[config.mk]
export PLATFORM = sky130hd
export DESIGN_NAME = pra_ctrl
export DESIGN_NICKNAME = d
export VERILOG_FILES = /design/src/sv/pra_pkg.sv /design/src/sv/pra_ctrl.sv
export SDC_FILE = /design/constraint.sdc
export NUM_CORES = 1
export LEC_CHECK = 0
export ABC_AREA = 1
export BUFFER_PORTS_ARGS = -buffer_cell sky130_fd_sc_hd__buf_2
export CAP_MARGIN = 20
export CORE_MARGIN = 1.5
export CORE_UTILIZATION = 40
export DETAILED_ROUTE_END_ITERATION = 12
export PLACE_DENSITY = 0.84
export RECOVER_POWER = 100
export SYNTH_ARGS = -nofsm -noshare
export SYNTH_HDL_FRONTEND = slang
export SYNTH_SLANG_ARGS = --single-unit
[constraint.sdc]
create_clock -name clk -period 1.55 [get_ports clk]
set_clock_uncertainty 0.2 [all_clocks]
set_input_delay 0.155 -clock clk [delete_from_list [all_inputs] [get_ports clk]]
set_output_delay 0.155 -clock clk [all_outputs]
set_load 0.005 [all_outputs]
[src/sv/pra_pkg.sv]
// Package for the page reference-count allocator: constants, codes and control structs.
package pra_pkg;
  localparam int NUM_PAGES  = 131072;
  localparam int PAGE_BYTES = 4096;
  localparam int IDX_W      = $clog2(NUM_PAGES);
  localparam int CNT_W      = IDX_W + 1;
  localparam int OFS_W      = $clog2(PAGE_BYTES);
  localparam int ADDR_W     = 36;
  localparam int PN_W       = ADDR_W - OFS_W;
  localparam int FREE_W     = 18;
  localparam int PCNT_W     = 18;

  localparam logic [2:0] OP_QUERY = 3'd0;
  localparam logic [2:0] OP_INC   = 3'd1;
  localparam logic [2:0] OP_DEC   = 3'd2;
  localparam logic [2:0] OP_SET   = 3'd3;
  localparam logic [2:0] OP_ALLOC = 3'd4;
  localparam logic [2:0] OP_ALLOCN = 3'd5;

  localparam logic [7:0] CODE_NOMEM = 8'd0;
  localparam logic [7:0] CODE_LEAK  = 8'd1;
  localparam logic [7:0] CODE_FREE  = 8'd2;
  localparam logic [7:0] CODE_USED1 = 8'd3;
  localparam logic [7:0] CODE_MAX   = 8'd255;

  localparam logic [2:0] ST_OK    = 3'd0;
  localparam logic [2:0] ST_NOMEM = 3'd1;
  localparam logic [2:0] ST_DFREE = 3'd2;
  localparam logic [2:0] ST_OOM   = 3'd3;
  localparam logic [2:0] ST_OVF   = 3'd4;

  // commands from controller to datapath
  typedef struct packed {
    logic       clr_wr;     // write zero at idx, advance idx
    logic       load;       // capture input item
    logic       rd;         // read code at scan index
    logic       wr_item;    // write computed single-page result
    logic       wr_set;     // range-set write of current page
    logic       wr_alloc;   // write CODE_USED1 at scan index
    logic       idx_zero;   // scan index <- 0
    logic       idx_inc;    // scan index + 1
    logic       idx_start;  // scan index <- run start
    logic       run_upd;    // update run counter from read code
    logic       res_ok;     // latch result: single-page op
    logic       res_set;    // latch result: set range
    logic       res_alloc;  // latch result: alloc success
    logic       res_oom;    // latch result: out of memory
    logic       res_other;  // latch result: unused op
  } pra_cmd_t;

  typedef struct packed {
    logic [2:0] op;
    logic       addr_oob;   // page beyond table
    logic       set_empty;  // range set has no pages to visit
    logic       idx_last;   // scan index at final page
    logic       idx_at_end; // scan index reached range end
    logic       code_free;  // read code is free
    logic       run_hit;    // run reaches requested length
    logic       run_fill_done; // fill index reached run end
    logic       cnt_bad;    // page_count zero or too large
    logic       clr_done;
  } pra_sts_t;
endpackage

[src/sv/pra_ctrl.sv]
// Controller state machine of the page reference-count allocator.
module pra_ctrl (
  input  logic              clk,
  input  logic              rst_n,
  input  logic              in_fire,
  output logic              in_ready,
  output logic              res_valid,
  input  logic              res_taken,
  input  pra_pkg::pra_sts_t sts,
  output pra_pkg::pra_cmd_t cmd
);
  localparam logic [3:0] S_CLR   = 4'd0;
  localparam logic [3:0] S_IDLE  = 4'd1;
  localparam logic [3:0] S_RD    = 4'd2;
  localparam logic [3:0] S_ITEM  = 4'd3;
  localparam logic [3:0] S_SET   = 4'd4;
  localparam logic [3:0] S_SCAN  = 4'd5;
  localparam logic [3:0] S_FILLR = 4'd6;
  localparam logic [3:0] S_FILL  = 4'd7;
  localparam logic [3:0] S_OUT   = 4'd8;
  localparam logic [3:0] S_SETR  = 4'd9;

  logic [3:0] state_r, state_nxt;
  logic       vld_r, vld_nxt, done;

  assign in_ready  = state_r == S_IDLE && (!vld_r || res_taken);
  assign res_valid = vld_r;

  always_comb begin
    cmd = '0;
    state_nxt = state_r;
    done = 1'b0;
    case (state_r)
      S_CLR: begin
        cmd.clr_wr = 1'b1;
        if (sts.clr_done) state_nxt = S_IDLE;
      end
      S_IDLE: begin
        if (in_fire) begin cmd.load = 1'b1; state_nxt = S_RD; end
      end
      S_RD: begin
        case (sts.op)
          pra_pkg::OP_QUERY, pra_pkg::OP_INC, pra_pkg::OP_DEC: begin
            if (sts.addr_oob) begin cmd.res_ok = 1'b1; done = 1'b1; end
            else begin cmd.rd = 1'b1; state_nxt = S_ITEM; end
          end
          pra_pkg::OP_SET: begin
            if (sts.set_empty) begin cmd.res_set = 1'b1; done = 1'b1; end
            else begin cmd.rd = 1'b1; state_nxt = S_SET; end
          end
          pra_pkg::OP_ALLOC: begin cmd.rd = 1'b1; state_nxt = S_SCAN; end
          pra_pkg::OP_ALLOCN: begin
            if (sts.cnt_bad) begin cmd.res_oom = 1'b1; done = 1'b1; end
            else begin cmd.rd = 1'b1; state_nxt = S_SCAN; end
          end
          default: begin cmd.res_other = 1'b1; done = 1'b1; end
        endcase
      end
      S_ITEM: begin
        cmd.wr_item = 1'b1; cmd.res_ok = 1'b1; done = 1'b1;
      end
      S_SET: begin
        cmd.wr_set = 1'b1;
        if (sts.idx_at_end) begin cmd.res_set = 1'b1; done = 1'b1; end
        else begin cmd.idx_inc = 1'b1; state_nxt = S_SETR; end
      end
      S_SETR: begin cmd.rd = 1'b1; state_nxt = S_SET; end
      S_SCAN: begin
        // code for idx is in the read register
        if (sts.op == pra_pkg::OP_ALLOC) begin
          if (sts.code_free) begin
            cmd.wr_alloc = 1'b1; cmd.res_alloc = 1'b1; done = 1'b1;
          end else if (sts.idx_last) begin cmd.res_oom = 1'b1; done = 1'b1; end
          else begin cmd.idx_inc = 1'b1; state_nxt = S_OUT; end
        end else begin
          cmd.run_upd = 1'b1;
          if (sts.code_free && sts.run_hit) begin
            cmd.idx_start = 1'b1; state_nxt = S_FILLR;
          end else if (sts.idx_last) begin cmd.res_oom = 1'b1; done = 1'b1; end
          else begin cmd.idx_inc = 1'b1; state_nxt = S_OUT; end
        end
      end
      S_FILLR: begin
        cmd.res_alloc = 1'b1; state_nxt = S_FILL;
      end
      S_FILL: begin
        cmd.wr_alloc = 1'b1;
        if (sts.run_fill_done) done = 1'b1;
        else cmd.idx_inc = 1'b1;
      end
      S_OUT: begin cmd.rd = 1'b1; state_nxt = S_SCAN; end
      default: state_nxt = S_IDLE;
    endcase
    if (done) state_nxt = S_IDLE;
  end

  always_comb begin
    vld_nxt = vld_r;
    if (res_taken) vld_nxt = 1'b0;
    if (done) vld_nxt = 1'b1;
  end

  always_ff @(posedge clk) begin
    if (!rst_n) begin
      state_r <= S_CLR;
      vld_r   <= 1'b0;
    end else begin
      state_r <= state_nxt;
      vld_r   <= vld_nxt;
    end
  end
endmodule

==> key figures, run 1 <==
Outcome
  • Status: finished, violations left
  • Failing checks: negative setup slack

Critical path
  • Crit-path max FO: 4
  • Crit-path most repeated cell: nand3_1
  • Slowest cell on crit path: dfxtp_4
  • WS Path Type: reg -> out
  • CP endpoint kind: output port
  • Worst Path Required: 1.19 ns
  • CP startpoint kind: flip-flop
  • Worst Reg-to-Reg Cells: 10
  • Critical Path AT: between 1.5 and 2 ns
  • Cell Chain, Critical Path: inv_6, buf_4, nand3_1, nand3_1, nor2_2, o211ai_1, o31ai_2, buf_2
  • Max stage delay on crit path: slightly below 0.4 ns

Timing
  • Final Hold Viols: 0
  • Period utilisation layout: 131%
  • Slew Viols, Final: 0
  • Post-Route Setup TNS: -3.09 ns
  • # setup viols final: 16
  • RSZ-0062 raised after global routing: true
  • Hold_ws: around 0.17 ns
  • FMAX: 492 MHz
  • Final setup margin: -0.483 ns
  • Minimum clock period: roughly 2.0 ns

Synthesis
  • Synth Cell Area: between 600 and 700 um^2
  • Compound-cell area share of the yosys netlist: around 17%
  • Simple-gate share of the synthesized area: a little under three fifths
  • Cells after Synth: between 100 and 150
  • Post-Syn Area per Cell: 5.34 um^2
  • Synth Area in XOR/XNOR: 0%
  • Cell taking the most area after synthesis: nand2_1
  • Count leader, synth: nand2_1
  • Syn_nets: between 100 and 150
  • Syn. warnings: 0
  • Synth cell types: 23
  • Async SR Flop Fraction: 0%
  • Post-synth top area share: approximately a fifth
  • Synth area leaders: nand2_1 (20%), dfxtp_1 (15%), nor2_1 (12%)
  • Largest family of logic cells by synthesized area: simple AND/OR/NAND/NOR gates
  • Synthesized-area fraction occupied by adder cells: 0%
  • Synth top cells by count: nand2_1 (36), nor2_1 (22), inv_1 (13), nand3_1 (13), nor2_2 (6)
  • Post-synth top flop: dfxtp_1
  • Multiplexer share of the synthesized area: 0%
  • #FFs+latches synth: 5
  • Seq/Total Area, Yosys: approximately 15%
  • Post-synth EDFFs: 0

Global routing
  • Grt total ovfl: 0
  • Vias in the first global route: 1,007
  • Antenna violations before repair: 0
  • Tot GR Track Use: a little under a third
  • Largest net degree at the start of global routing: 8
  • First-pass GRT wire length: around 4.4 mm

Drt
  • Average vias per placed instance: roughly 5.6
  • DRT Pass-1 Iters: 4
  • Routed len/inst: 14.8 um
  • DR vias: 1,169
  • Number of remaining DRC errors: 0
  • Initial DRC Count: 40
  • Routed Antenna Nets: 0
  • Final wirelength: around 3 mm

Place
  • Pre-CTS WS: -0.248 ns
  • Hpwl dp: 1.86 mm
  • GPL Wtd Cong: just over 0.9
  • Port-buffer cells: 31

Die
  • Starting Density: 44.0%
  • I/O pin total: 33
  • Rows: 14
  • Die footprint: roughly 2000 um^2
  • Die width: around 44 um
  • DIE HEIGHT: between 40 and 50 um
  • Core area: approximately 1500 um^2

Clock network
  • CTS Root Cell: clkbuf_4
  • CTS max path bufs: 2
  • CTS tree: yes
  • Worst-path clk slew: around 0.04 ns
  • Clock Sinks: 5
  • Clk Latency, worst-skew pair: 0.25 ns
  • H-tree depth: 1
  • CTS Buf Count: 3

Power and ir drop
  • Leakage power figure: approximately 0.7 nW
  • Pwr/cell area: 1360 nW/um^2
  • Maximum VDD drop: ~0.86 mV

Layout
  • N_diodes: 0
  • Nets@finish: between 200 and 250
  • Area Growth Syn to Fin: 83.8%
  • Multi-input gate area: 608 um^2
  • Fillers: 106
  • Register area: around 120 um^2
  • Share of layout cells above drive strength 1: 54.2%

Job
  • Max-cap viol count: 0

Worst hold path
  • Cell depth of the worst hold path: 5
  • Hold Path Class: in -> reg
[report_power, final]
group,internal [mW],total (mW),switching (mW)
sequential,0.188,0.279,0.0911
clock,0.0974,0.152,0.0545
combinational,0.568,1.26,0.693
total,0.853,1.69,0.839
[stage by stage]
stage / util, % / area (um^2) / total power [mW] / std cells
6_report: 80.8 / 1250 / 1.69 / 208
5_1_grt: 80.8 / 1250 / 1.79 / 208
4_1_cts: 77.4 / 1190 / 1.53 / 205
3_5_place_dp: 65.6 / 1010 / 1.18 / 195
3_3_place_gp: 65.6 / 1010 / 1.16 / 195
2_1_floorplan: - / 678 / 0.755 / 127
[critical path, delay by kind of cell, from the launching register on]
kind | cells | cell delay (ns)
AOI/OAI and AO/OA | 2 | 0.24
and+or+nand+nor | 3 | 0.44
buffers and inverters | 3 | 0.35
DFF | 1 | 0.39
[state kept, by name, indices dropped and copies added (netlist names)]
signal,flops
state_r,4
res_valid,1
[layout by cell type (no fill, tap or decap), types with 3 or more instances in the layout]
master	synthesis	layout
nand3_1	13	10
nor2_1	22	18
nor2_4	1	6
nand2_4	1	5
buf_2	0	30
nand2_1	36	30
inv_1	13	11
nand3_2	0	3
inv_2	4	3
nor2_2	6	5
buf_4	1	28
clkbuf_4	0	3
nand2_2	4	6
dfxtp_4	0	4
o21ai_0	5	3
[final timing paths]
check / start / to / slack, ns
setup / recovery: state_r[3] / cmd[7] / -0.48
hold / removal: sts[6] / state_r[2] / 0.17
setup reg to reg: state_r[3] / state_r[3] / -0.41
hold reg to reg: res_valid / res_valid / 0.30
[kinds of logic after synthesis]
group                  count (synthesis)
AND/OR/NAND/NOR                       86
AO/OA/AOI/OAI                         17
other                                  1
flip-flops                             5
buffers and inverters                 18
[layer usage]
| layer | part of all wire [%] | global-route usage (%) | vias to the layer above |
|---|---|---|---|
| met5 | 0 | 0 | - |
| met4 | 6.2 | 17.0 | 0 |
| met3 | 10 | 3.27 | 26 |
| met2 | 50 | 55.6 | 97 |
| met1 | 34 | 32.8 | 508 |
| li1 | - | - | 538 |
[layout make-up]
class	instances	area share, %
multi-input cells	104	48.8
repair buffers	62	32.3
flip-flops and latches	5	9.24
inverters	17	5.92
clock buffers	4	2.11
well taps	16	1.61
[timing repair]
action / CTS / global route
hold endpoints to repair: 3 / 0
pin swaps: 11 / 7
resized for setup: 35 / 9
endpoints found under the setup margin: 18 / 18
hold buffers: 2 / 0
setup buffers: 5 / 3
Note: power is estimated with default switching activity, not from simulation.
==> inputs of run 2 (changes only) <==
--- a/config.mk
+++ b/config.mk
@@ -8,6 +8,7 @@
 export ABC_AREA = 1
 export BUFFER_PORTS_ARGS = -buffer_cell sky130_fd_sc_hd__buf_2
 export CAP_MARGIN = 20
+export CORE_ASPECT_RATIO = 0.8
 export CORE_MARGIN = 1.5
 export CORE_UTILIZATION = 40
 export DETAILED_ROUTE_END_ITERATION = 12
==> run 2 against run 1 <==
Hold slack got worse by 0.14 ns. Die area barely moved. Global-route usage rose by 8.6 points. Highest routed layer unchanged. Critical path depth rose by 1. Clock power rose by 20%. Combinational power rose by 35%. Critical endpoint unchanged. The run still ends with negative setup slack left. Non-clock buffer count rose by 6. Sequential share of layout area fell by 1.4 points. First-iteration DRC count rose by 140%. Wire length rose by 46%. Via count rose by 15%. Total power rose by 30%.
==> key figures, run 2 (synthesis results as in run 1) <==
Critical path
  • Worst setup path end: cmd[7]
  • Crit-path max FO: 5
  • WS Path Type: reg -> out
  • Worst r2r src: state_r[1]
  • Critical Path Source: state_r[3]
  • Critical Path AT: 1.63 ns
  • CP endpoint kind: output port
  • FF-to-FF End: state_r[0]
  • CP startpoint kind: flip-flop
  • Register-to-register setup slack: -0.38 ns
  • Worst Reg-to-Reg Cells: 13
  • Worst Path Required: about 1.2 ns

Layout
  • Most flop-heavy register: state_r
  • N_diodes: 0
  • Number of flip-flops in the largest register: 4
  • Area Growth Syn to Fin: 116%
  • Commonest cells after routing, fill and taps aside: buf_2 (28), buf_4 (25), nand2_1 (24), nor2_1 (18), buf_6 (12)
  • Most common cell after layout, fill and taps aside: buf_2
  • Fillers: between 60 and 70
  • Register area: between 100 and 150 um^2
  • Share of layout cells above drive strength 1: about 63%
  • Nets@finish: between 200 and 250
  • Multi-input gate area: between 700 and 800 um^2

Worst hold path
  • Hold Path Class: in -> reg

Clock network
  • Clock Sinks: 5
  • H-tree depth: 1
  • CTS Root Cell: clkbuf_4
  • CTS tree: yes
  • Worst-path clk slew: ~0.07 ns
  • CTS Buf Count: 3
  • CTS max path bufs: 2
  • Clk Latency, worst-skew pair: ~0.27 ns

Die
  • Die footprint: 1950 um^2
  • Die width: ~49 um
  • Starting Density: about 42%
  • DIE HEIGHT: about 40 um
  • I/O pin total: 33
  • Core area: around 1600 um^2
  • Rows: 13

Global routing
  • Antenna violations before repair: 0
  • Grt total ovfl: 0
  • First-pass GRT wire length: ~5.3 mm
  • Tot GR Track Use: 38.7%
  • Vias in the first global route: approximately 1,100
  • Largest net degree at the start of global routing: 8

Place
  • Hpwl dp: between 1.5 and 2 mm
  • GPL Wtd Cong: approximately 0.89
  • Port-buffer cells: 31

Outcome
  • Failing checks: negative setup slack
  • Status: finished, violations left

Power and ir drop
  • Maximum VDD drop: ~1.1 mV
  • Leakage power figure: 0.801 nW
  • Total power: around 2.2 mW
  • Pwr/cell area: around 1500 nW/um^2

Drt
  • Average vias per placed instance: 6.14
  • Number of remaining DRC errors: 0
  • Initial DRC Count: 96
  • Routed len/inst: a little over 20 um
  • Final wirelength: between 4 and 5 mm
  • Routed Antenna Nets: 0
  • DR vias: roughly 1,400
  • DRT Pass-1 Iters: 5

Timing
  • Minimum clock period: around 2.0 ns
  • RSZ-0062 raised after global routing: true
  • Post-Route Setup TNS: -3.67 ns
  • Slew Viols, Final: 0
  • FMAX: slightly above 500 MHz
  • Period utilisation layout: 128%
  • # setup viols final: 18
  • Final Hold Viols: 0
  • Final setup margin: -0.438 ns

Job
  • Max-cap viol count: 0
==> run 2: changes by cell type in the layout (fill, tap and decap cells not counted), moves of 3 or more <==
cell and change:
buf_6 +10, buf_4 -3, nand3_2 +4, nand2_1 -6, nand2_4 +3, nand3_1 -5
==> run 2: final cells by class <==
| type | count | area share (%) |
|---|---|---|
| multi-input combinational | 104 | 49.1 |
| tap | 22 | 1.88 |
| sequential | 5 | 7.86 |
| inverter | 17 | 5.38 |
| timing repair buffer | 68 | 33.9 |
| clock buffer | 4 | 1.79 |
==> run 2: what timing repair did <==
action | 4_1_cts | 5_1_grt
hold endpoints to repair | 2 | 0
pin swaps | 11 | 9
buffers inserted | 12 | 9
resized for setup | 53 | 30
endpoints found under the setup margin | 19 | 18
gates cloned | 0 | 0
hold buffers | 1 | 0
==> run 2: where the power goes <==
part | switching (mW) | internal [mW]
registers | 0.122 | 0.187
clock network | 0.0840 | 0.0991
logic | 0.910 | 0.794
==> run 2: metal layers <==
layer,track usage [%],routed length (um)
met5,0,0
met4,22.1,341
met3,9.16,616
met2,70.5,1940
met1,42.9,1580
==> run 2: worst min path at each step <==
stage / startpoint / to / depth (start not counted)
global route: res_taken / res_valid / 4
global placement: rst_n / state_r[0] / 3
CTS: res_taken / res_valid / 4
detailed placement: rst_n / state_r[0] / 3
floorplan: rst_n / state_r[0] / 2
finish: res_taken / res_valid / 4
==> run 2: stage by stage <==
step | instances | instance area, um^2 | setup slack [ns] | utilization (%) | hold WS, ns
after floorplan | 127 | 678 | 0.0468 | - | 0.0526
after CTS | 213 | 1300 | -0.273 | 80.5 | 0.0223
after global routing | 220 | 1460 | -0.506 | 90.9 | 0.0181
after detailed placement | 198 | 1010 | -0.268 | 62.6 | 0.179
after global placement | 198 | 1010 | -0.200 | 62.6 | 0.164
final | 220 | 1460 | -0.438 | 90.9 | 0.0281
==> run 2: worst max-delay path, stage by stage, from the launching register on <==
cell and delay [ns]:
dfxtp_4 0.38, inv_6 0.10, nand2_4 0.08, nor2_4 0.18, nand2_1 0.10, nand3_2 0.10, nor2_2 0.05, o211ai_1 0.13
o31ai_2 0.11, buf_2 0.14
